<file path="src/hdl/assert_macros.svh">
// ----------------------------------------------------------------------------
// assert_macros.svh
// Assertion helpers for the page allocator; define ASSERT_OFF to drop them.
// ----------------------------------------------------------------------------
`ifndef ASSERT_MACROS_SVH
`define ASSERT_MACROS_SVH

`ifndef ASSERT_OFF
// Property checked on every clock edge outside reset.
`define BPA_ASSERT(label, clk, rst_n, prop) \
  label: assert property (@(posedge clk) disable iff (!rst_n) (prop)) \
    else $error("assertion failed");
// Condition in one cycle forces a consequence in the next.
`define BPA_ASSERT_NEXT(label, clk, rst_n, ante, cons) \
  label: assert property (@(posedge clk) disable iff (!rst_n) (ante) |=> (cons)) \
    else $error("assertion failed");
`else
`define BPA_ASSERT(label, clk, rst_n, prop)
`define BPA_ASSERT_NEXT(label, clk, rst_n, ante, cons)
`endif

`endif

</file>
<file path="src/hdl/bpa_ram.sv">
// ----------------------------------------------------------------------------
// bpa_ram
// Generic single-write, single-read RAM with registered read data.
// ----------------------------------------------------------------------------
module bpa_ram #(
  parameter int WIDTH = 64,
  parameter int DEPTH = 64
) (
  input  logic                                    clk,
  input  logic                                    we,
  input  logic [((DEPTH > 1) ? $clog2(DEPTH) : 1)-1:0] waddr,
  input  logic [WIDTH-1:0]                        wdata,
  input  logic [((DEPTH > 1) ? $clog2(DEPTH) : 1)-1:0] raddr,
  output logic [WIDTH-1:0]                        rdata
);

  logic [WIDTH-1:0] mem [DEPTH];

  // Write port
  always_ff @(posedge clk) begin
    if (we) begin
      mem[waddr] <= wdata;
    end
  end

  // Registered read port
  always_ff @(posedge clk) begin
    rdata <= mem[raddr];
  end

endmodule

</file>
<file path="config.mk">
export PLATFORM = sky130hd
export DESIGN_NAME = bpa_ram
export DESIGN_NICKNAME = d
export VERILOG_FILES = /design/src/hdl/assert_macros.svh /design/src/hdl/bpa_ram.sv
export SDC_FILE = /design/constraint.sdc
export NUM_CORES = 2
export LEC_CHECK = 0
export BUFFER_PORTS_ARGS = -buffer_cell sky130_fd_sc_hd__buf_2
export CORE_ASPECT_RATIO = 0.8
export CORE_MARGIN = 3
export CORE_UTILIZATION = 25
export DETAILED_ROUTE_END_ITERATION = 8
export GPL_TIMING_DRIVEN = 1
export SLEW_MARGIN = 20
export SYNTH_ARGS = -nofsm -noshare
export SYNTH_HDL_FRONTEND = slang
export SYNTH_SLANG_ARGS = --single-unit
</file>
<file path="constraint.sdc">
create_clock -name clk -period 8.2 [get_ports clk]
set_input_delay 1.64 -clock clk [delete_from_list [all_inputs] [get_ports clk]]
set_output_delay 1.64 -clock clk [all_outputs]
set_load 0.02 [all_outputs]
</file>
**Yosys cells after proc, flatten, opt, wreduce, memory -nomap -nowiden**

Memory sizes are Yosys's and may differ from the RTL's. A register that Yosys moved wholly into a read port is not among the register bits.
Cells that the tools add are included.

- Output and inout port bits: 64
- RAM bits: 4096
- Memories: 1
- Input bits: 78
- Logic and storage cells: 3
- Bits in registers: 0

- Multiplexer cells: 2

Memories:

| name | depth | width | rd ports | clocked after memory_dff | write ports | line | text |
|---|---|---|---|---|---|---|---|
| mem | 64 | 64 | 1 | 1 | 1 | bpa_ram.sv:17 | `logic [WIDTH-1:0] mem [DEPTH];` |

Operators with widths:

| kind | count |
|---|---|
| $mux W1 | 2 |

**Depth between registers and ports, before layout**

- Depth after elaboration: 2
- Gate-level depth with buffers: 9
- Depth with buffers taken out: 5

**Worst setup path after synthesis**

OpenSTA, ideal clock, no wires.

- Path kind: input port to flip-flop
- From: input port waddr[3] (netlist bit)
- To: memory mem[48][0], enable pin
- Setup time: 564 ps
- Cell stages on the path: 4
- Data required time: 7636 ps
- Setup slack: 1124 ps
- Path buffers: 1
- Arrival: 6512 ps
- Cells stage by stage: clkbuf_1 > nor2b_1 > nand4b_1 > nor3_1

RTL lines:

| element | line | text |
|---|---|---|
| start: declaration | bpa_ram.sv:11 | `input logic [((DEPTH > 1) ? $clog2(DEPTH) : 1)-1:0] waddr,` |
| end: declaration | bpa_ram.sv:17 |  |

No word-level cell before the write port.

==> results.json <==
{
  "dp_hpwl_um": 245000,
  "dieWidth_um": 890,
  "vias": 76519,
  "drc": 0,
  "mappedNetlistNets": 6676,
  "start_util_pct": 25.1,
  "regArea_um2": 124000,
  "hold_violations": 0,
  "yosys_warnings": 0,
  "hp-class": "reg -> reg",
  "fin_cells": 15637,
  "crit_path_frequent_cell": "buf_4",
  "wirelength_um": 462000,
  "clk_root_buffer_cell": "clkbuf_16",
  "grt_max_degree": 124,
  "hold_buffers": 0,
  "synth.distinct_cells": 33,
  "synth_edf_count": 4096,
  "synthArstFlopShare_pct": 0,
  "p_per_area_nw_per_um2": 242,
  "cp_top_family": "buffers and inverters",
  "ys_top_cells_by_area": "edfxtp_1 (79%), mux4_2 (15%), mux2i_1 (0.86%)",
  "drv_cap": 0,
  "post_drt_wl_per_cell_um": 29.6,
  "syn2layout_area_growth_pct": 15.7,
  "cts_buffers": 387,
  "die_area_um2": 635000,
  "skew_ns": 0.0624,
  "fill_cells": 59798,
  "cp.required_ns": 8.95,
  "setup_tns_ns": 0,
  "vdd_ir_drop_max_v": 0.000192,
  "finalMaxSlewViolations": 0,
  "critPathBufInv": 4,
  "synth_area_um2": 156000,
  "status": "finished clean",
  "ys_seq_elements": 4160,
  "first_iter_violations": 11595,
  "core_region_area_um2": 623000,
  "critPathSlowestCell": "a211oi_1",
  "h-tree-depth": 5,
  "path_max_fanout": 88,
  "cts_num_sinks": 4160,
  "path_clk_slew_ns": 0.06,
  "grt_pass1_wl_um": 636000,
  "grt_use_total_pct": 14.1,
  "rows": 259,
  "ys.flop_type": "edfxtp_1",
  "rrSetupSlack_ns": 5.79,
  "critPathArrivalTime_ns": 5.33,
  "cp_cell_sequence": "buf_8, buf_4, nor2_4, buf_12, buf_4, a22oi_1, and3_1, a211oi_1",
  "ys_seq_area_share_pct": 79.5,
  "gp_congestion": 0.773,
  "layout.nets": 7028,
  "cp-end-kind": "flop",
  "fmax_mhz": 218,
  "yosysMostFrequentCell": "edfxtp_1",
  "vias_per_cell": 4.89,
  "period_needed_ns": 4.58,
  "multiInputGateArea_um2": 30800,
  "grt_setup_unrepaired": "no",
  "yosys.area.top_type": "edfxtp_1",
  "clockBufferDepth": 4,
  "min_period_over_period_pct": 55.8,
  "dp_cells": 14908,
  "drtPass1Iterations": 6,
  "tightest_slew_ns": 1.25,
  "slew_headroom_pct": 17.0,
  "grt_pass1_vias": 75946,
  "drive_above_1_share_pct": 27.9,
  "grt-ovfl-total": 0,
  "cp-start-kind": "input pin",
  "post_cts_buffers": 0,
  "yosysTopAreaCellShare_pct": 78.7,
  "post_cts_resized": 0,
  "slowest_delay_ns": 0.75,
  "die_h_um": 713,
  "setup_viol": 0,
  "ant_nets": 0,
  "antenna_found_initial": 79,
  "crit_type": "in -> reg",
  "io_buffers": 141,
  "syn-mean-instance-area_um2": 23.7,
  "ys_top_cells_by_count": "edfxtp_1 (4096), mux4_2 (1024), buf_2 (170)",
  "cts_tree": "done",
  "io_pins": 142,
  "netlist_instances": 6598,
  "clock_latency_ns": 0.98,
  "p_leak_nw": 54.5
}
[path summary, 6_finish.rpt]
path / from / end / cells after the start
worst max register to register: mem[55][19]$_DFFE_PP_ / rdata[19]$_DFF_P_ / 5
worst min-delay path: mem[36][18]$_DFFE_PP_ / rdata[18]$_DFF_P_ / 4
worst max-delay path: raddr[2] / rdata[11]$_DFF_P_ / 8
worst min register to register: mem[36][18]$_DFFE_PP_ / rdata[18]$_DFF_P_ / 4
[registers in the layout (all words and copies together), names as in the netlist]
| name | count |
|---|---|
| mem | 4096 |
| rdata | 64 |
[placed cells by master (no fill, tap or decap), drive strengths merged, types with 26 or more instances in the layout]
cell       n
mux2i    135
buf      333
nor2     112
a22oi    168
nand3     45
or2       28
a41oi     26
and3      64
clkbuf   489
o221ai    38
dfxtp     64
mux4    1024
a22o      88
inv       31
or3       29
nand2     58
nor2b     28
edfxtp  4096
o22ai     83
bufinv    33
clkinv   156
a211oi    63
[power breakdown]
group	internal, mW	switching, mW
sequential	23.5	0.122
combinational	0.738	1.38
clock	10.0	7.91
total	34.3	9.42
[per-stage QoR]
step / instance area [um2] / power (mW) / hold slack [ns] / utilization (%) / worst slack (ns)
floorplan: 156000 / 25.2 / 0.788 / - / 1.12
global route: 181000 / 45.0 / 0.887 / 29.1 / 3.76
finish: 181000 / 43.7 / 0.831 / 29.1 / 3.62
CTS: 181000 / 44.1 / 0.830 / 29.0 / 3.70
detailed placement: 168000 / 26.3 / 0.820 / 27.0 / 2.74
global placement: 168000 / 26.2 / 0.829 / 27.0 / 2.75
[final cells by class]
type,count,area share (%)
Inverter,19,0.0394
Sequential cell,4160,68.7
Clock buffer,489,5.72
Multi-Input combinational cell,2049,17.0
Tap cell,8352,5.77
Clock inverter,218,1.19
Timing Repair Buffer,333,1.56
Antenna cell,17,0.0235
[kinds of logic after synthesis]
group	after synthesis	synth area share, %
and+or+nand+nor	386	1.24
buffers and inverters	389	1.18
DFF	4160	79.5
AOI/OAI and AO/OA	504	2.48
muxes	1159	15.6
[worst min-delay path, cell delays in order, from the launching register on]
cell and delay, ns:
edfxtp_1 0.31, mux4_2 0.22, a22oi_1 0.06, nand3_1 0.08, and3_1 0.14
[metal layers]
metal  GRT usage (%)  wire length [um]  vias up
met5               0                80        -
met4            3.49             12500       14
met3            2.97             47300      760
met2            22.2            214000     4499
met1            20.0            188000    42012
li1                -                 -    29234
Note: power is estimated with default switching activity, not from simulation.
