==> src/hdl/assert_macros.svh <==
// ----------------------------------------------------------------------------
// assert_macros.svh
// Assertion helpers for the page allocator; define ASSERT_OFF to drop them.
// ----------------------------------------------------------------------------
`ifndef ASSERT_MACROS_SVH
`define ASSERT_MACROS_SVH

`ifndef ASSERT_OFF
// Property checked on every clock edge outside reset.
`define BPA_ASSERT(label, clk, rst_n, prop) \
  label: assert property (@(posedge clk) disable iff (!rst_n) (prop)) \
    else $error("assertion failed");
// Condition in one cycle forces a consequence in the next.
`define BPA_ASSERT_NEXT(label, clk, rst_n, ante, cons) \
  label: assert property (@(posedge clk) disable iff (!rst_n) (ante) |=> (cons)) \
    else $error("assertion failed");
`else
`define BPA_ASSERT(label, clk, rst_n, prop)
`define BPA_ASSERT_NEXT(label, clk, rst_n, ante, cons)
`endif

`endif

==> src/hdl/bpa_pkg.sv <==
// ----------------------------------------------------------------------------
// bpa_pkg
// Shared types, codes and helpers of the bitmap page allocator.
// ----------------------------------------------------------------------------
package bpa_pkg;

  // Used map word geometry
  localparam int WORD_BITS = 64;
  localparam int BIT_W     = 6;

  // Configuration fields
  localparam int ADDR_W      = 64;
  localparam int PCOUNT_W    = 13;
  localparam int PADDR_W     = 4;
  localparam int REG_SEL_BIT = 3;

  // Register select (byte address bit 3)
  localparam logic REG_RAM_BASE    = 1'b0;
  localparam logic REG_FRAME_LIMIT = 1'b1;

  // Request opcodes
  localparam logic OP_ALLOC = 1'b0;
  localparam logic OP_FREE  = 1'b1;

  typedef enum logic [1:0] {
    ST_OK        = 2'd0,
    ST_EXHAUSTED = 2'd1,
    ST_NULL      = 2'd2,
    ST_RANGE     = 2'd3
  } status_t;

  typedef struct packed {
    logic [ADDR_W-1:0]   ram_base;
    logic [PCOUNT_W-1:0] frame_limit;
  } cfg_t;

  // Lowest clear bit of a word; all ones returns the top bit index.
  function automatic logic [BIT_W-1:0] lowest_clear(input logic [WORD_BITS-1:0] w);
    logic [BIT_W-1:0] b;
    b = BIT_W'(WORD_BITS - 1);
    for (int i = WORD_BITS - 1; i >= 0; i--) begin
      if (!w[i]) begin
        b = BIT_W'(i);
      end
    end
    return b;
  endfunction

endpackage

==> src/hdl/bpa_addsub.sv <==
// ----------------------------------------------------------------------------
// bpa_addsub
// Shared 64-bit adder/subtractor with borrow, used for address math.
// ----------------------------------------------------------------------------
module bpa_addsub (
  input  logic [bpa_pkg::ADDR_W-1:0] a,
  input  logic [bpa_pkg::ADDR_W-1:0] b,
  input  logic                       sub,
  output logic [bpa_pkg::ADDR_W-1:0] sum,
  output logic                       borrow
);
  import bpa_pkg::*;

  logic [ADDR_W:0]   total;
  logic [ADDR_W-1:0] b_op;

  // Subtract as a plus inverted b plus one; borrow is the missing carry
  assign b_op   = sub ? ~b : b;
  assign total  = {1'b0, a} + {1'b0, b_op} + {{ADDR_W{1'b0}}, sub};
  assign sum    = total[ADDR_W-1:0];
  assign borrow = sub & ~total[ADDR_W];

endmodule

==> config.mk <==
export PLATFORM = sky130hd
export DESIGN_NAME = bpa_addsub
export DESIGN_NICKNAME = d
export VERILOG_FILES = /design/src/hdl/assert_macros.svh /design/src/hdl/bpa_pkg.sv /design/src/hdl/bpa_addsub.sv
export SDC_FILE = /design/constraint.sdc
export NUM_CORES = 1
export LEC_CHECK = 0
export ABC_CLOCK_PERIOD_IN_PS = 9350
export BUFFER_PORTS_ARGS = -buffer_cell sky130_fd_sc_hd__buf_4
export CELL_PAD_IN_SITES_DETAIL_PLACEMENT = 0
export CELL_PAD_IN_SITES_GLOBAL_PLACEMENT = 1
export CORE_AREA = 2 2 114 116
export DETAILED_ROUTE_END_ITERATION = 8
export DIE_AREA = 0 0 116 118
export GPL_TIMING_DRIVEN = 1
export PLACE_DENSITY = 0.9
export SETUP_SLACK_MARGIN = 0.3
export SYNTH_ARGS = -nofsm -noshare
export SYNTH_HDL_FRONTEND = slang
export SYNTH_SLANG_ARGS = --single-unit
==> constraint.sdc <==
create_clock -name vclk -period 9.35
set_input_delay 0.935 -clock vclk [all_inputs]
set_output_delay 0.935 -clock vclk [all_outputs]
set_load 0.1 [all_outputs]
Word-level counts from Yosys, hierarchy flattened. Cells that the tools add are included.

$add $sub $neg: 2. Muxes and demuxes: 1. Bitwise gates (word level): 3.

Operator list (count): $add A64 B64 Y65 (1); $add A65 B1 Y65 (1); $mux W64 (1); $not A64 Y64 (1); $and A1 B1 Y1 (1); $not A1 Y1 (1).

Register bits: 0. Input bits: 129. Output and inout port bits: 65.

Depth between registers and ports, before layout. Gate-level depths: netlist of the first run.

Depth in word-level cells: 6. Gate-level depth with buffers: 14. Mapped depth without buffers: 12.

Least setup slack after synthesis of the first run. OpenSTA, ideal clock, no wires.

Path type: input -> output. Start: input sub. End: output sum[63] in the netlist's numbering. Arrival time: 6128 ps. Setup slack: 2287 ps. Stages on the path: 14. Path buffers: 3. Cells stage by stage: clkbuf_1 -> clkbuf_1 -> xor2_1 -> ha_1 -> buf_6 -> a211oi_2 -> o211a_1 -> o31ai_1 -> or3b_1 -> o211ai_2 -> o211ai_2 -> a41o_4 -> a31o_4 -> a211oi_1.

Longest elaborated chain between the ends: 3.

Ends and longest elaborated chain: start: declaration (RTL line bpa_addsub.sv:8) `input logic sub,`; $mux W64 (RTL line bpa_addsub.sv:18) `assign b_op = sub ? ~b : b;`; $add A64 B64 Y65 (RTL line bpa_addsub.sv:19) `assign total = {1'b0, a} + {1'b0, b_op} + {{ADDR_W{1'b0}}, sub};`; $add A65 B1 Y65 * (RTL line bpa_addsub.sv:19); end: declaration (RTL line bpa_addsub.sv:9) `output logic [bpa_pkg::ADDR_W-1:0] sum,`.

Every way passes the cells marked *; elsewhere a longest branch is shown, timed or not.

Worst setup path in the final report of the first run.
Start: input sub. End: output sum[52] in the netlist's numbering.

Same word-level chain as after synthesis.

==> summary.txt, run 1 <==
Global routing
  • GRT Total Usage: 0.197
  • Initial antenna violation count: 0
  • Vias in the first global route: 4883
  • Total congestion overflow: 0
  • First-pass GRT wire length: ~23 mm
  • Largest net degree at the start of global routing: 66

Run
  • Number of max-cap violations: 0

Power
  • Pwr dens: about 230 nW/µm²
  • Leakage: 2.93 nW
  • VDD IR max: ~0.25 mV

Die
  • Core ar.: roughly 12000 µm²
  • Initial core utilization: 0.361
  • Full die area: around 14000 µm²
  • I/O pin count: between 150 and 200
  • Chip height: approximately 120 µm
  • Die Span X: ~120 µm
  • Cell row count: about 40

Logic synthesis
  • Area contributors post-synth: ha_1 (18%), xor2_1 (17%), a21oi_1 (8.6%)
  • Synth top area share: 0.176
  • Per-instance average area after synthesis: roughly 7 µm²
  • Mapped Nets: approximately 840
  • Most frequent cells after synthesis: xor2_1 (87), a21oi_1 (77), ha_1 (63), nand2_1 (52), o21ai_0 (39)
  • Post-Synthesis Cells: roughly 650
  • Synthesized area: ~4500 µm²
  • Yosys cell types: 59
  • Most frequent cell after synthesis: xor2_1
  • Synth warn: 0
  • Cell taking the most area after synthesis: ha_1
  • Post-synthesis sequential area ratio: 0

Critical path
  • Critical path endpoint category: primary output
  • Critical path class: in -> out
  • CP Launch Type: input port
  • Crit path required time: about 8.4 ns
  • Critical Path AT: slightly below 5 ns
  • Worst path max stage delay: roughly 0.77 ns
  • Slowest CP cell: buf_4
  • CP max FO: 65
  • CP cell instances: buf_4, xor2_1, inv_1, fa_1, nand2b_1, a21oi_1, o211ai_1, a311oi_1, o21bai_1, o21ai_1, a21oi_1, o21ai_0, xor2_1, buf_4

Route
  • Drt drc: 0
  • Post-route ant nets: 0
  • Vias: roughly 5200
  • DRT iter0 DRCs: 311
  • Vias per cell: 5.26
  • Pre-antenna DRT Iters: 4
  • WL/cell: 14.7 µm
  • Detailed Route WL: roughly 14 mm

Clock tree
  • Post-cts gate resize count: 0
  • Hold buffers post-CTS: 0
  • Post-CTS setup buffers: 0

Finish
  • Fin cells: just under 1000
  • Storage cell area: 0 µm²
  • Net count, final: 1003
  • Area of the multi-input gates: ~4200 µm²
  • Share of layout cells above drive strength 1: 0.259
  • Clock buffer cells: 0
  • Seq cells: 0
  • Diodes inserted: 0
  • Area Growth Syn to Fin: 33.6%
  • Fillers: 1315

STA
  • Min cycle time layout: approximately 6 ns
  • TNS Setup: 0 ns
  • Final setup vio count: 0
  • Max Freq: 171 MHz
  • Final Cycle Share: 0.625
  • Slew margin rel.: 0.323
  • Measured slew at the worst slew-check pin: 1.02 ns
  • Hold Vio Cnt, Final: 0
  • RSZ-0062 raised after global routing: no
  • Worst hold slack: ~2.3 ns
  • Fin. max-slew vios: 0

Run status
  • Status: complete, no violations

Hold path
  • Hold WC Path Type: in -> out

Place
  • I/O Buffers: 194
  • Dpl hpwl: 12.2 mm
  • Routability cong.: 0.909
  • Placed Instances: between 900 and 1000
[cell type report]
class                      count  area share
multi-input combinational    592       0.707
timing repair buffer         194       0.243
tap                          172      0.0359
inverter                      22      0.0138
[worst max-delay path: cells and delay by family]
kind | cells | cell delay [ns]
AND/OR/NAND/NOR | 1 | 0.17
XOR/XNOR | 2 | 0.41
buffers and inverters | 3 | 1.16
adder cells (fa/ha/maj) | 1 | 0.42
AO/OA/AOI/OAI | 7 | 1.80
[cells in the final DEF, fill, tap and decap left out, drive strengths merged, types with 18 or more instances in the layout]
master    n
nand4    20
nand3    20
inv      22
a21oi    77
nor2     37
xnor2    35
nand2    52
o21bai   18
ha       63
xor2     87
o21ai    42
a21o     34
buf     194
[final timing paths]
path  from       to  slack [ns]  depth (start not counted)
max    sub  sum[52]        3.51                         14
min   a[0]   sum[0]        2.25                          3
[kinds of logic (layout without fill, tap and decap cells)]
| kind of cell | after synthesis | count (layout) | share of synthesized area |
|---|---|---|---|
| AND/OR/NAND/NOR | 173 | 173 | 0.185 |
| AO/OA/AOI/OAI | 232 | 232 | 0.340 |
| buffers and inverters | 59 | 216 | 0.0552 |
| adder cells (fa/ha/maj) | 64 | 64 | 0.180 |
| XOR/XNOR | 122 | 122 | 0.238 |
| multiplexers | 1 | 1 | 0.00223 |
[metal layers]
metal	track usage	share of wire	wire length (µm)
met1	0.267	0.45	6500
met4	0.0186	0.011	161
met3	0.0129	0.053	762
met5	0	0	0
met2	0.351	0.49	7000
[where the power goes]
group	switching, mW	internal (mW)
registers	0	0
clock network	0	0
logic	1.02	0.335
total	1.02	0.335
[stage by stage]
stage,util,worst slack [ns],instance area [µm²],power [mW]
2_1_floorplan,-,2.29,4490,1.08
3_3_place_gp,0.483,3.60,5990,1.36
3_5_place_dp,0.483,3.53,5990,1.35
4_1_cts,0.483,3.52,5990,1.36
5_1_grt,0.483,3.21,5990,1.42
6_report,0.483,3.51,5990,1.36
Note: power is estimated with default switching activity, not from simulation.
==> run 2: changes to the inputs <==
Settings changed: ABC_AREA set to 1, ABC_CLOCK_PERIOD_IN_PS 9350 to 5100, CORE_AREA 2 2 114 116 to 2 2 142 144, DIE_AREA 0 0 116 118 to 0 0 144 146, PLACE_DENSITY 0.9 to 0.82.
Clock period 9.35 ns to 5.1 ns, I/O delays scaled along.
==> run 2 against run 1 <==
  * Via count increased by 48%
  * Die area up 54%
  * Design area rose by 29%
  * Largest cell class unchanged
  * Highest routed layer unchanged
==> summary.txt, run 2 <==
Route
  • WL/cell: 15.1 µm (was 14.7 µm)
  • DRT iter0 DRCs: 474 (was 311)
  • Vias: 7612 (was 5159)
  • Drt drc: 0 (unchanged)
  • Post-route ant nets: 0 (unchanged)
  • Pre-antenna DRT Iters: 5 (was 4)
  • Detailed Route WL: 24.9 mm (was 14.4 mm)
  • Vias per cell: 4.63 (was 5.26)

Critical path
  • Worst path max stage delay: 0.43 ns (was 0.77 ns)
  • Most frequent cell on the critical path: nand2_1
  • CP cell instances: buf_4, buf_4, xor2_1, ha_1, nand2_1, nor2_1, nand2_1, nor2_1, nand2_1, nand3_2, nand2_1, nand2_1, xor2_1, buf_4 (was buf_4, xor2_1, inv_1, fa_1, nand2b_1, a21oi_1, o211ai_1, a311oi_1, o21bai_1, o21ai_1, a21oi_1, o21ai_0, xor2_1, buf_4)
  • CP Launch Type: input port (unchanged)
  • Critical path endpoint category: primary output (unchanged)
  • Crit path required time: 4.59 ns (was 8.42 ns)
  • CP max FO: 18 (was 65)
  • Critical path class: in -> out (unchanged)
  • Slowest CP cell: ha_1 (was buf_4)
  • Critical Path AT: 3.39 ns (was 4.91 ns)
  • Critical Path Start: sub (unchanged)

Power
  • Tot Pwr: 2.55 mW (was 1.36 mW)
  • Pwr dens: 329 nW/µm² (was 227 nW/µm²)
  • Leakage: 4.65 nW (was 2.93 nW)
  • VDD IR max: 0.225 mV (was 0.255 mV)

Finish
  • Share of layout cells above drive strength 1: 0.173 (was 0.259)
  • Most common cell after layout, fill and taps aside: nand2_1 (was buf_4)
  • Storage cell area: 0 µm² (unchanged)
  • Seq cells: 0 (unchanged)
  • Diodes inserted: 0 (unchanged)
  • Net count, final: 1574 (was 1003)
  • Area Growth Syn to Fin: 29.9% (was 33.6%)
  • Core Util, Final: 0.400 (was 0.483)
  • Clock buffer cells: 0 (unchanged)
  • Most frequent cells in the layout: nand2_1 (444), inv_1 (226), buf_4 (195), nor2_1 (114), xor2_1 (94) (was buf_4 (194), xor2_1 (87), a21oi_1 (77), ha_1 (63), nand2_1 (52))

STA
  • Worst hold slack: 1.39 ns (was 2.25 ns)
  • Measured slew at the worst slew-check pin: 0.452 ns (was 1.02 ns)
  • Fin. max-slew vios: 0 (unchanged)
  • Slew margin rel.: 0.699 (was 0.323)
  • TNS Setup: 0 ns (unchanged)
  • Final Cycle Share: 0.764
  • Hold Vio Cnt, Final: 0 (unchanged)
  • Max Freq: 257 MHz
  • Min cycle time layout: approximately 3.9 ns
  • RSZ-0062 raised after global routing: no (unchanged)
  • Final setup vio count: 0 (unchanged)

Logic synthesis
  • Synthesized area: 5960 µm² (was 4490 µm²)
  • Yosys cell types: 28 (was 59)
  • Per-instance average area after synthesis: 5.01 µm² (was 6.89 µm²)
  • Compound-Gate Fraction of Synth Area: 0.126 (was 0.340)
  • Post-synthesis sequential area ratio: 0 (unchanged)
  • Mapped Nets: 1383 (was 844)
  • Adder-Cell Fraction of Synth Area: 0.136 (was 0.180)
  • Simple-Gate Fraction of Synth Area: 0.449 (was 0.185)
  • Synth top area share: 0.280 (was 0.176)
  • Most frequent cells after synthesis: nand2_1 (444), inv_1 (226), nor2_1 (114), xor2_1 (94), a21oi_1 (83) (was xor2_1 (87), a21oi_1 (77), ha_1 (63), nand2_1 (52), o21ai_0 (39))
  • Xor/xnor cell area share of the yosys netlist: 0.141 (was 0.238)
  • Mux cell area share after synthesis: 0 (was 0.00223)
  • Post-Synthesis Cells: 1190 (was 651)
  • Synth warn: 0 (unchanged)
  • Most frequent cell after synthesis: nand2_1 (was xor2_1)
  • Largest family of logic cells by synthesized area: simple AND/OR/NAND/NOR gates (was compound AO/OA/AOI/OAI gates)
  • Cell taking the most area after synthesis: nand2_1 (was ha_1)
  • Area contributors post-synth: nand2_1 (28%), inv_1 (14%), xor2_1 (14%) (was ha_1 (18%), xor2_1 (17%), a21oi_1 (8.6%))

Place
  • I/O Buffers: 194 (unchanged)
  • Dpl hpwl: 22.7 mm (was 12.2 mm)
  • Routability cong.: 1.01 (was 0.909)

Clock tree
  • Post-CTS setup buffers: 0 (unchanged)
  • Post-cts gate resize count: 0 (unchanged)
  • Hold buffers post-CTS: 0 (unchanged)

Die
  • Die Span X: 144 µm (was 116 µm)
  • Full die area: 21000 µm² (was 13700 µm²)
  • Cell row count: 51 (was 41)
  • Core ar.: 19300 µm² (was 12400 µm²)
  • Chip height: 146 µm (was 118 µm)
  • I/O pin count: 194 (unchanged)
  • Initial core utilization: 0.308 (was 0.361)

Hold path
  • Hold Crit Depth: 3 (unchanged)
  • Hold WC Path Type: in -> out (unchanged)
  • Hold wc startpoint: a[0] (unchanged)
  • Worst hold endpoint: sum[0] (unchanged)

Global routing
  • First-pass GRT wire length: 38.2 mm (was 23.0 mm)
  • GRT Total Usage: 0.230 (was 0.197)
  • Vias in the first global route: 7282 (was 4883)
  • Initial antenna violation count: 0 (unchanged)
  • Total congestion overflow: 0 (unchanged)
  • Largest net degree at the start of global routing: 35 (was 66)

Run status
  • Status: complete, no violations (unchanged)

Run
  • Number of max-cap violations: 0 (unchanged)
-- run 2: changes by cell type after synthesis, sizes merged, moves of 9 or more --
cell / delta
nor2: +90
inv: +205
buf: -11
nand4: -16
a21o: -31
a31oi: -10
xnor2: -33
nand2: +410
nand3: +30
clkbuf: -19
and3: -9
-- run 2: where the power goes --
group          internal, mW  total (mW)  leakage, nW  switching (mW)
clock                     0           0            0               0
sequential                0           0            0               0
combinational         0.589        2.55         4.65            1.96
total                 0.589        2.55         4.65            1.96
-- run 2: metrics by stage --
step                cells  setup WS [ns]  cell area, µm²
floorplan            1190           1.01            5960
global placement     1644           1.22            7740
detailed placement   1644           1.25            7740
CTS                  1644           1.24            7740
global route         1644           1.02            7740
finish               1644           1.20            7740
-- run 2: logic make-up (layout without fill, tap and decap cells) --
| group | Yosys count | after routing |
|---|---|---|
| adders and majority gates | 64 | 64 |
| buffers and inverters | 234 | 423 |
| AOI/OAI and AO/OA | 139 | 139 |
| xor gates and xnor gates | 96 | 96 |
| and+or+nand+nor | 657 | 657 |
-- run 2: cell type report --
cell class         instances  area [µm²]
well taps                265         332
fillers                 2219       11600
repair buffers           196        1480
multi-input cells        956        5070
inverters                227         852
-- run 2: worst max path at each step --
| stage | endpoint | slack [ns] |
|---|---|---|
| 4_1_cts | sum[37] | 1.24 |
| 5_1_grt | sum[37] | 1.02 |
| 3_5_place_dp | sum[37] | 1.25 |
| 2_1_floorplan | sum[37] | 1.01 |
| 3_3_place_gp | sum[37] | 1.22 |
| 6_report | sum[37] | 1.20 |
-- run 2: per-layer routing --
layer  vias to the layer above  global-route usage  part of all wire
met5                         -                   0                 0
met4                         0              0.0324             0.015
met3                        18              0.0102             0.047
met2                       228               0.384              0.45
met1                      3355               0.334              0.49
li1                       4011                   -                 -
-- run 2: critical path, delay by kind of cell --
kind,cells,cell delay [ns]
simple gates,8,1.00
fa+ha+maj,1,0.43
xor+xnor,2,0.45
buf+inv,3,0.99
