`config.mk`:
```
export PLATFORM = sky130hd
export DESIGN_NAME = bpa_cfg
export DESIGN_NICKNAME = d
export VERILOG_FILES = /design/src/hdl/assert_macros.svh /design/src/hdl/bpa_pkg.sv /design/src/hdl/bpa_cfg.sv
export SDC_FILE = /design/constraint.sdc
export NUM_CORES = 1
export LEC_CHECK = 0
export BUFFER_PORTS_ARGS = -buffer_cell sky130_fd_sc_hd__buf_2
export CORE_UTILIZATION = 47
export CTS_CLUSTER_DIAMETER = 100
export DETAILED_ROUTE_END_ITERATION = 10
export HOLD_SLACK_MARGIN = 0.02
export PLACE_DENSITY_LB_ADDON = 0.2
export SLEW_MARGIN = 20
export SYNTH_ARGS = -nofsm -noshare
export SYNTH_HDL_FRONTEND = slang
export SYNTH_SLANG_ARGS = --single-unit
export TNS_END_PERCENT = 10
```
`constraint.sdc`:
```
create_clock -name clk -period 2.13 [get_ports clk]
set_input_delay 0.213 -clock clk [delete_from_list [all_inputs] [get_ports clk]]
set_output_delay 0.213 -clock clk [all_outputs]
set_load 0.03 [all_outputs]
```
`src/hdl/assert_macros.svh`:
```
// ----------------------------------------------------------------------------
// assert_macros.svh
// Assertion helpers for the page allocator; define ASSERT_OFF to drop them.
// ----------------------------------------------------------------------------
`ifndef ASSERT_MACROS_SVH
`define ASSERT_MACROS_SVH

`ifndef ASSERT_OFF
// Property checked on every clock edge outside reset.
`define BPA_ASSERT(label, clk, rst_n, prop) \
  label: assert property (@(posedge clk) disable iff (!rst_n) (prop)) \
    else $error("assertion failed");
// Condition in one cycle forces a consequence in the next.
`define BPA_ASSERT_NEXT(label, clk, rst_n, ante, cons) \
  label: assert property (@(posedge clk) disable iff (!rst_n) (ante) |=> (cons)) \
    else $error("assertion failed");
`else
`define BPA_ASSERT(label, clk, rst_n, prop)
`define BPA_ASSERT_NEXT(label, clk, rst_n, ante, cons)
`endif

`endif

```
`src/hdl/bpa_pkg.sv`:
```
// ----------------------------------------------------------------------------
// bpa_pkg
// Shared types, codes and helpers of the bitmap page allocator.
// ----------------------------------------------------------------------------
package bpa_pkg;

  // Used map word geometry
  localparam int WORD_BITS = 64;
  localparam int BIT_W     = 6;

  // Configuration fields
  localparam int ADDR_W      = 64;
  localparam int PCOUNT_W    = 13;
  localparam int PADDR_W     = 4;
  localparam int REG_SEL_BIT = 3;

  // Register select (byte address bit 3)
  localparam logic REG_RAM_BASE    = 1'b0;
  localparam logic REG_FRAME_LIMIT = 1'b1;

  // Request opcodes
  localparam logic OP_ALLOC = 1'b0;
  localparam logic OP_FREE  = 1'b1;

  typedef enum logic [1:0] {
    ST_OK        = 2'd0,
    ST_EXHAUSTED = 2'd1,
    ST_NULL      = 2'd2,
    ST_RANGE     = 2'd3
  } status_t;

  typedef struct packed {
    logic [ADDR_W-1:0]   ram_base;
    logic [PCOUNT_W-1:0] frame_limit;
  } cfg_t;

  // Lowest clear bit of a word; all ones returns the top bit index.
  function automatic logic [BIT_W-1:0] lowest_clear(input logic [WORD_BITS-1:0] w);
    logic [BIT_W-1:0] b;
    b = BIT_W'(WORD_BITS - 1);
    for (int i = WORD_BITS - 1; i >= 0; i--) begin
      if (!w[i]) begin
        b = BIT_W'(i);
      end
    end
    return b;
  endfunction

endpackage

```
`src/hdl/bpa_cfg.sv`:
```
// ----------------------------------------------------------------------------
// bpa_cfg
// APB register file holding the managed range (ram base, page count).
// ----------------------------------------------------------------------------
module bpa_cfg (
  input  logic                        clk,
  input  logic                        rst_n,
  input  logic                        psel,
  input  logic                        penable,
  input  logic                        pwrite,
  input  logic [bpa_pkg::PADDR_W-1:0] paddr,
  input  logic [63:0]                 pwdata,
  output logic [63:0]                 prdata,
  output logic                        pready,
  output bpa_pkg::cfg_t               cfg
);
  import bpa_pkg::*;

  logic [ADDR_W-1:0]   ram_base_r;
  logic [PCOUNT_W-1:0] frame_limit_r;
  logic                wr_en;
  logic                reg_sel;

  assign pready  = 1'b1;
  assign wr_en   = psel & penable & pwrite & pready;
  assign reg_sel = paddr[REG_SEL_BIT];

  // Register writes on the access phase
  always_ff @(posedge clk) begin
    if (!rst_n) begin
      ram_base_r    <= '0;
      frame_limit_r <= '0;
    end else if (wr_en) begin
      case (reg_sel)
        REG_RAM_BASE:    ram_base_r    <= pwdata;
        REG_FRAME_LIMIT: frame_limit_r <= pwdata[PCOUNT_W-1:0];
        default: ;
      endcase
    end
  end

  // Read back
  always_comb begin
    case (reg_sel)
      REG_RAM_BASE:    prdata = ram_base_r;
      REG_FRAME_LIMIT: prdata = 64'(frame_limit_r);
      default:         prdata = '0;
    endcase
  end

  assign cfg.ram_base    = ram_base_r;
  assign cfg.frame_limit = frame_limit_r;

endmodule

```
; Yosys cells after proc, flatten, opt, wreduce, memory -nomap -nowiden
; Index checks and enable logic that the tools add are counted.
[op_classes]
muxes = 1
n_bitwise = 3
n_reduce_logical = 2
[ops]
columns = op, n
row1 = case mux 64 bit (2 select lines), 1
row2 = AND reduction 2 bit, 2
row3 = AND 1 bit, 2
row4 = NOT 1 bit, 1
[totals]
reg_bits = 77
output_inout_bits = 142

; Longest topological paths before layout
; Gate-level depths: netlist (run 1).
[depth]
ltp_word = 3
mapped_depth = 5
ltp_nobuf = 2

; Least setup slack after synthesis (run 1)
; OpenSTA, ideal clock, no wires.
[synth_timing]
kind = input to output
startpoint = input paddr[3] (netlist bit)
endpoint = output prdata[10]
arrival_ns = 1.032
required_ns = 1.917
path_slack_ns = 0.885
stages = 3
n_path_buf = 2
cell_sequence = buf_2 > buf_2 > mux2_2
[synth_between]
elab_chain_cells = 2
[synth_lines]
columns = item, line
row1 = from (decl), bpa_cfg.sv:11  ; input logic [bpa_pkg::PADDR_W-1:0] paddr,
row2 = NOT 1 bit, n/a
row3 = case mux 64 bit (2 select lines) (*), bpa_cfg.sv:44  ; case (reg_sel)
row4 = to (decl), bpa_cfg.sv:13  ; output logic [63:0] prdata,
; Every way passes the cells marked *; elsewhere a longest branch is shown, timed or not.

; Final worst setup path (run 1)
[layout_timing]
startpoint = input paddr[3] (netlist bit)
endpoint = output prdata[29]
; The elaborated chain is that of the path after synthesis.

==> impl_results.html, run 1 <==
<table>
<tr><th>Metric</th><th>Value</th></tr>
<tr><th colspan="2">Cells and area</th></tr>
<tr><td>Final antenna diode count</td><td>0</td></tr>
<tr><td>Number of nets at the end of the flow</td><td>661</td></tr>
<tr><td>Share of cells above drive strength 1</td><td>0.4098</td></tr>
<tr><td>Area grow syn2layout</td><td>36.88%</td></tr>
<tr><td>Filler cell count in the final layout</td><td>644</td></tr>
<tr><th colspan="2">Timing</th></tr>
<tr><td>RSZ-0062 raised after global routing</td><td>false</td></tr>
<tr><td>Worst Slack Setup Final</td><td>0.7352 ns</td></tr>
<tr><td>Measured slew at the worst slew-check pin</td><td>0.5423 ns</td></tr>
<tr><td>Worst Skew</td><td>0 ns</td></tr>
<tr><td>Final Hold Violating Endpoints</td><td>0</td></tr>
<tr><td>Fin Setup TNS</td><td>0 ns</td></tr>
<tr><td>Time the worst path needs with I/O delays and setup</td><td>1.395 ns</td></tr>
<tr><td>Finish-stage setup viols</td><td>0</td></tr>
<tr><td>FMAX</td><td>717.0 MHz</td></tr>
<tr><td>Max Slew Vio Count</td><td>0</td></tr>
<tr><td>Max-slew headroom at the worst pin</td><td>0.6385</td></tr>
<tr><td>Post-route clock period utilization</td><td>0.6548</td></tr>
<tr><th colspan="2">Power and ir drop</th></tr>
<tr><td>Highest ir drop seen on vdd</td><td>0.3313 mV</td></tr>
<tr><td>Static power due to leakage</td><td>between 2 and 2.5 nW</td></tr>
<tr><td>Power density over the cells</td><td>665.2 nW/µm²</td></tr>
<tr><th colspan="2">Placement</th></tr>
<tr><td>RePlAce Congestion</td><td>0.7960</td></tr>
<tr><td>Count of buffers from port buffering</td><td>210</td></tr>
<tr><td>Pre-CTS worst setup slack</td><td>0.5153 ns</td></tr>
<tr><td>Hpwl dp</td><td>roughly 6.0 mm</td></tr>
<tr><th colspan="2">Clock network</th></tr>
<tr><td>Clock root cell</td><td>sky130_fd_sc_hd__clkbuf_8</td></tr>
<tr><td>Count of hold buffers inserted by post-cts repair</td><td>0</td></tr>
<tr><td>Count of clock tree sinks</td><td>77</td></tr>
<tr><td>Bufs on Longest Clock Path</td><td>2</td></tr>
<tr><td>Post-CTS clock slew at the launch and capture registers of the worst setup and hold paths</td><td>0.08 ns</td></tr>
<tr><td>Clock insertion delay at the later pin of the skew report</td><td>between 0.3 and 0.4 ns</td></tr>
<tr><td>H-tree levels</td><td>3</td></tr>
<tr><td>Buffer count from post-CTS setup fixing</td><td>0</td></tr>
<tr><td>Post-CTS resize count</td><td>0</td></tr>
<tr><td>Clock tree from TritonCTS</td><td>built</td></tr>
<tr><td>CTS buffer count</td><td>9</td></tr>
<tr><th colspan="2">Logic synthesis</th></tr>
<tr><td>Asr flop ratio synth</td><td>0</td></tr>
<tr><td>Number of warnings reported in the yosys synthesis log</td><td>0</td></tr>
<tr><td>Most frequent cell after synthesis</td><td>sky130_fd_sc_hd__nand2_1</td></tr>
<tr><td>Syn_area_per_cell</td><td>8.920 µm²</td></tr>
<tr><td>Top cells by area in the synthesized netlist</td><td>sky130_fd_sc_hd__dfxtp_1, sky130_fd_sc_hd__mux2i_1, sky130_fd_sc_hd__nand2_1</td></tr>
<tr><td>Synthesized netlist cell count</td><td>394</td></tr>
<tr><td>Post-synthesis sequential element count</td><td>77</td></tr>
<tr><td>Synth top area share</td><td>0.4386</td></tr>
<tr><td>Netlist area before placement</td><td>3515 µm²</td></tr>
<tr><td>Syn nets</td><td>roughly 470</td></tr>
<tr><td>Distinct cell type count of the synthesized netlist</td><td>13</td></tr>
<tr><td>Biggest area consumer among synthesized cells</td><td>sky130_fd_sc_hd__dfxtp_1</td></tr>
<tr><td>Flip-flop cell with the highest count after synthesis</td><td>sky130_fd_sc_hd__dfxtp_1</td></tr>
<tr><td>Top cells by instance count after synthesis</td><td>sky130_fd_sc_hd__nand2_1, sky130_fd_sc_hd__dfxtp_1, sky130_fd_sc_hd__mux2i_1</td></tr>
<tr><td>Sequential area share after synthesis</td><td>0.4386</td></tr>
<tr><td>Number of synthesized flops with an enable pin</td><td>0</td></tr>
<tr><th colspan="2">Die</th></tr>
<tr><td>IO Count</td><td>~220</td></tr>
<tr><td>Placement row count</td><td>31</td></tr>
<tr><td>Overall die width</td><td>88.48 µm</td></tr>
<tr><td>Die outline area</td><td>7828 µm²</td></tr>
<tr><td>Die height</td><td>~88 µm</td></tr>
<tr><td>Placeable core region</td><td>about 7300 µm²</td></tr>
<tr><td>Initial core utilization</td><td>0.4846</td></tr>
<tr><th colspan="2">Routing</th></tr>
<tr><td>Via count</td><td>3241</td></tr>
<tr><td>Wire length per cell after detailed routing</td><td>12.27 µm</td></tr>
<tr><td>Post-Route WL</td><td>8.493 mm</td></tr>
<tr><td>Routed vias/inst</td><td>between 4 and 5</td></tr>
<tr><td>Number of nets still failing antenna checks after routing</td><td>0</td></tr>
<tr><td>First DRT Iteration DRCs</td><td>104</td></tr>
<tr><td>DRC viols</td><td>0</td></tr>
<tr><td>Initial DRT Pass Iterations</td><td>6</td></tr>
<tr><th colspan="2">Critical path</th></tr>
<tr><td>Ordered cell list for the critical path</td><td>buf_2 &gt; buf_4 &gt; nor2b_1 &gt; buf_2</td></tr>
<tr><td>Minimum setup slack among reg-to-reg paths</td><td>between 1 and 1.5 ns</td></tr>
<tr><td>Critical Path RT</td><td>roughly 1.9 ns</td></tr>
<tr><td>Most numerous cell on the critical path</td><td>sky130_fd_sc_hd__buf_2</td></tr>
<tr><td>Startpoint types</td><td>input port</td></tr>
<tr><td>WP data arrival</td><td>1.18 ns</td></tr>
<tr><td>Crit Path Max Fanout</td><td>25</td></tr>
<tr><td>Critical path class</td><td>in -&gt; out</td></tr>
<tr><td>Cell type of the slowest stage on the worst timing path</td><td>sky130_fd_sc_hd__buf_2</td></tr>
<tr><td>Biggest cell delay along the critical path</td><td>0.35 ns</td></tr>
<tr><td>Crit path capture type</td><td>output pin</td></tr>
<tr><th colspan="2">GRT</th></tr>
<tr><td>Antenna violations before repair</td><td>0</td></tr>
<tr><td>Overall Global Routing Usage</td><td>0.2034</td></tr>
<tr><td>Vias in the first global route</td><td>2678</td></tr>
<tr><td>Maximum number of pins on one net before global-route repair</td><td>142</td></tr>
<tr><td>Overflow after GRT</td><td>0</td></tr>
<tr><td>Wire length of the first global-routing pass</td><td>~12 mm</td></tr>
<tr><th colspan="2">Status</th></tr>
<tr><td>Status</td><td>complete, no violations</td></tr>
<tr><th colspan="2">Run</th></tr>
<tr><td>Count of max-cap constraint violations</td><td>0</td></tr>
<tr><th colspan="2">Min path</th></tr>
<tr><td>Worst hold-check path type</td><td>in -&gt; reg</td></tr>
</table>
## worst max-delay path: cells and delay by family
family                 cells  cell delay, ns
buffers and inverters      3            0.88
AND/OR/NAND/NOR            1            0.08
## cell families (layout without fill, tap and decap cells)
family,Yosys count,in the layout,synth area share
simple gates,194,194,0.2460
mux,90,90,0.2609
flops,77,77,0.4386
buf+inv,32,231,0.05340
other cells,1,1,0.001067
## power breakdown
part / internal [W] / switching, W
Combinational: 0.000143 / 0.000242
Clock: 0.000810 / 0.000512
Sequential: 0.00147 / 0.0000224
## per-layer routing
layer	track usage	routed length [µm]	vias to the layer above
met3	0.04571	567	13
li1	-	-	1646
met4	0.09091	160	0
met1	0.2336	3551	1452
met2	0.3608	4213	130
met5	0	0	-
## layout by cell type (no fill, tap or decap), drive strengths merged
cell | netlist | routed
dfxtp | 77 | 77
buf | 20 | 215
and4b | 1 | 1
clkbuf | 12 | 12
mux2 | 13 | 13
nand4 | 1 | 1
mux2i | 77 | 77
nand2 | 141 | 141
bufinv | 0 | 3
conb | 1 | 1
clkinv | 0 | 1
nor2b | 51 | 51
## flip-flops by register name, indices dropped and copies added, names as in the netlist
register / cells
frame_limit_r: 13
ram_base_r: 64
## path summary, 6_finish.rpt
| kind | startpoint | to | cells past startpoint |
|---|---|---|---|
| setup / recovery | paddr[3] | prdata[29] | 4 |
| hold / removal | pwdata[47] | ram_base_r[47]$_SDFFE_PN0P_ | 3 |
| setup reg to reg | ram_base_r[4]$_SDFFE_PN0P_ | ram_base_r[4]$_SDFFE_PN0P_ | 2 |
| hold reg to reg | ram_base_r[47]$_SDFFE_PN0P_ | ram_base_r[47]$_SDFFE_PN0P_ | 2 |
## per-stage QoR
stage               power [W]    util  instance area [µm²]  hold WS, ns  instances
floorplan            0.001785       -                 3515       0.3551        394
global placement     0.001905  0.6302                 4571       0.4484        676
detailed placement   0.001914  0.6302                 4571       0.4549        676
CTS                  0.003232  0.6633                 4811       0.1017        692
global route         0.003329  0.6633                 4811      0.09893        692
finish               0.003200  0.6633                 4811       0.1104        692
## area by class of cell
class	count	area, µm²	share of cell area
Tap cell	99	123.9	0.02575
Clock inverter	4	95.09	0.01977
Multi-Input combinational cell	285	1789	0.3719
Timing Repair Buffer	215	1116	0.2320
Sequential cell	77	1541	0.3204
Clock buffer	12	145.1	0.03017
(Power assumes the default switching activity.)
==> inputs of run 2 (changes only) <==
Settings changed: CORE_UTILIZATION 47 to 39.
Clock period 2.13 ns to 1.1 ns, I/O delays scaled along.
==> impl_results.html, run 2 (synthesized netlist as in run 1, its figures left out) <==
<table>
<tr><th>Metric</th><th>Value</th></tr>
<tr><th colspan="2">Min path</th></tr>
<tr><td>Worst hold-check path type</td><td>in -&gt; reg</td></tr>
<tr><th colspan="2">Timing</th></tr>
<tr><td>Post-route clock period utilization</td><td>1.101</td></tr>
<tr><td>Final hold slack</td><td>about 0.026 ns</td></tr>
<tr><td>Max Slew Vio Count</td><td>0</td></tr>
<tr><td>FMAX</td><td>825.8 MHz</td></tr>
<tr><td>Worst Skew</td><td>0 ns</td></tr>
<tr><td>Final Hold Violating Endpoints</td><td>0</td></tr>
<tr><td>Finish-stage setup viols</td><td>32</td></tr>
<tr><td>Worst Slack Setup Final</td><td>-0.1109 ns</td></tr>
<tr><td>Time the worst path needs with I/O delays and setup</td><td>approximately 1.2 ns</td></tr>
<tr><td>RSZ-0062 raised after global routing</td><td>true</td></tr>
<tr><td>Fin Setup TNS</td><td>-1.618 ns</td></tr>
<tr><th colspan="2">Placement</th></tr>
<tr><td>Hpwl dp</td><td>6.531 mm</td></tr>
<tr><td>Count of buffers from port buffering</td><td>210</td></tr>
<tr><td>RePlAce Congestion</td><td>0.6937</td></tr>
<tr><th colspan="2">Critical path</th></tr>
<tr><td>Biggest cell delay along the critical path</td><td>0.34 ns</td></tr>
<tr><td>Startpoint types</td><td>register</td></tr>
<tr><td>Category of cells accounting for the largest share of critical-path delay</td><td>flip-flops</td></tr>
<tr><td>WP data arrival</td><td>1.10 ns</td></tr>
<tr><td>Minimum setup slack among reg-to-reg paths</td><td>0.36 ns</td></tr>
<tr><td>Crit path capture type</td><td>output pin</td></tr>
<tr><td>Crit Path Max Fanout</td><td>3</td></tr>
<tr><td>Critical path class</td><td>reg -&gt; out</td></tr>
<tr><td>Cell type of the slowest stage on the worst timing path</td><td>sky130_fd_sc_hd__dfxtp_2</td></tr>
<tr><td>Critical Path RT</td><td>0.99 ns</td></tr>
<tr><td>Total buffers and inverters traversed by the critical path</td><td>1</td></tr>
<tr><td>Ordered cell list for the critical path</td><td>mux2_4 &gt; buf_6</td></tr>
<tr><th colspan="2">Clock network</th></tr>
<tr><td>Clock tree from TritonCTS</td><td>built</td></tr>
<tr><td>Clock root cell</td><td>sky130_fd_sc_hd__clkbuf_8</td></tr>
<tr><td>Bufs on Longest Clock Path</td><td>2</td></tr>
<tr><td>Post-CTS clock slew at the launch and capture registers of the worst setup and hold paths</td><td>~0.08 ns</td></tr>
<tr><td>H-tree levels</td><td>3</td></tr>
<tr><td>CTS buffer count</td><td>9</td></tr>
<tr><td>Count of clock tree sinks</td><td>slightly below 80</td></tr>
<tr><td>Clock insertion delay at the later pin of the skew report</td><td>~0.35 ns</td></tr>
<tr><th colspan="2">Die</th></tr>
<tr><td>Placement row count</td><td>34</td></tr>
<tr><td>Overall die width</td><td>slightly below 100 µm</td></tr>
<tr><td>Placeable core region</td><td>8721 µm²</td></tr>
<tr><td>Die outline area</td><td>9395 µm²</td></tr>
<tr><td>Die height</td><td>between 90 and 100 µm</td></tr>
<tr><td>IO Count</td><td>215</td></tr>
<tr><td>Initial core utilization</td><td>0.4030</td></tr>
<tr><th colspan="2">Cells and area</th></tr>
<tr><td>Share of cells above drive strength 1</td><td>0.5575</td></tr>
<tr><td>Area grow syn2layout</td><td>79.64%</td></tr>
<tr><td>Sequential cell area</td><td>1638 µm²</td></tr>
<tr><td>Register containing the most flip-flops in the final layout</td><td>ram_base_r</td></tr>
<tr><td>Number of nets at the end of the flow</td><td>~750</td></tr>
<tr><td>Number of flip-flops under the largest register name</td><td>64</td></tr>
<tr><td>Top library cells by usage in the layout, fill and taps aside</td><td>sky130_fd_sc_hd__nand2_1, sky130_fd_sc_hd__buf_2, sky130_fd_sc_hd__mux2i_1, sky130_fd_sc_hd__dfxtp_2, sky130_fd_sc_hd__dlygate4sd3_1</td></tr>
<tr><td>Top flop regs</td><td>ram_base_r: 64 flops, frame_limit_r: 13 flops</td></tr>
<tr><td>Commonest non-fill, non-tap cell in the layout</td><td>sky130_fd_sc_hd__nand2_1</td></tr>
<tr><td>Final antenna diode count</td><td>0</td></tr>
<tr><td>Area of the multi-input gates</td><td>1998 µm²</td></tr>
<tr><td>Filler cell count in the final layout</td><td>609</td></tr>
<tr><th colspan="2">Routing</th></tr>
<tr><td>Wire length per cell after detailed routing</td><td>14.66 µm</td></tr>
<tr><td>First DRT Iteration DRCs</td><td>96</td></tr>
<tr><td>Initial DRT Pass Iterations</td><td>4</td></tr>
<tr><td>Number of nets still failing antenna checks after routing</td><td>0</td></tr>
<tr><td>Post-Route WL</td><td>11.52 mm</td></tr>
<tr><td>DRC viols</td><td>0</td></tr>
<tr><td>Via count</td><td>3760</td></tr>
<tr><td>Routed vias/inst</td><td>4.784</td></tr>
<tr><th colspan="2">GRT</th></tr>
<tr><td>Vias in the first global route</td><td>3533</td></tr>
<tr><td>Antenna violations before repair</td><td>0</td></tr>
<tr><td>Wire length of the first global-routing pass</td><td>~17 mm</td></tr>
<tr><td>Overall Global Routing Usage</td><td>0.2201</td></tr>
<tr><td>Maximum number of pins on one net before global-route repair</td><td>34</td></tr>
<tr><td>Overflow after GRT</td><td>0</td></tr>
<tr><th colspan="2">Power and ir drop</th></tr>
<tr><td>Static power due to leakage</td><td>2.954 nW</td></tr>
<tr><td>Power density over the cells</td><td>950.0 nW/µm²</td></tr>
<tr><td>Highest ir drop seen on vdd</td><td>between 0.6 and 0.7 mV</td></tr>
<tr><th colspan="2">Status</th></tr>
<tr><td>Violated checks</td><td>setup timing</td></tr>
<tr><td>Status</td><td>finished, violations left</td></tr>
<tr><th colspan="2">Run</th></tr>
<tr><td>Count of max-cap constraint violations</td><td>0</td></tr>
</table>
==> run 2: changes by cell type in the layout (fill, tap and decap cells not counted), sizes merged <==
cell and change:
clkinvlp +4, buf +27, dlygate4sd3 +58, bufinv -3
clkbuf -1
==> run 2: routing by layer <==
layer	routed length, µm	up-vias	global-route usage
met5	0	-	0
met4	229	0	0.09529
met1	4707	1763	0.2578
met2	5880	157	0.3873
li1	-	1817	-
met3	707	23	0.04408
==> run 2: final timing paths <==
kind	from	endpoint	cells past startpoint
max	ram_base_r[11]$_SDFFE_PN0P_	prdata[11]	2
min	pwdata[53]	ram_base_r[53]$_SDFFE_PN0P_	3
max reg2reg	frame_limit_r[10]$_SDFFE_PN0P_	frame_limit_r[10]$_SDFFE_PN0P_	3
min reg2reg	ram_base_r[62]$_SDFFE_PN0P_	ram_base_r[62]$_SDFFE_PN0P_	2
==> run 2: layout make-up <==
type                    instances  share of cell area
clock buffers                  11             0.02398
clock inverters                 5            0.005549
multi-input cells             285              0.3165
flip-flops and latches         77              0.2594
well taps                     108             0.02140
repair buffers                300              0.3732
==> run 2: power by group <==
part / internal, W / switching [W] / total [W]
clock network: 0.000937 / 0.00104 / 0.00198
logic: 0.000529 / 0.000582 / 0.00111
registers: 0.00286 / 0.0000467 / 0.00290
total: 0.00432 / 0.00167 / 0.00600
==> run 2: worst reg2reg max path: stages (launching register included) <==
cell                      delay [ns]
sky130_fd_sc_hd__dfxtp_2        0.33
sky130_fd_sc_hd__buf_4          0.12
sky130_fd_sc_hd__nand2_1        0.05
sky130_fd_sc_hd__mux2i_1        0.15
==> run 2: through the flow <==
stage / utilization / cells / setup WS, ns / total power (W) / instance area, µm²
after global placement: 0.5406 / 696 / -0.01442 / 0.003741 / 4715
after CTS: 0.6813 / 780 / -0.1265 / 0.005953 / 5942
after floorplan: - / 394 / -0.01994 / 0.003459 / 3527
after detailed placement: 0.5406 / 696 / -0.05893 / 0.003757 / 4715
final: 0.7240 / 786 / -0.1109 / 0.005998 / 6314
after global routing: 0.7240 / 786 / -0.1435 / 0.006227 / 6314
==> run 2: what timing repair did <==
item	4_1_cts	5_1_grt
hold buffers	58	0
gates resized for setup	173	96
setup buffers	10	6
endpoints found under the hold margin	61	0
setup endpoints to repair	64	72
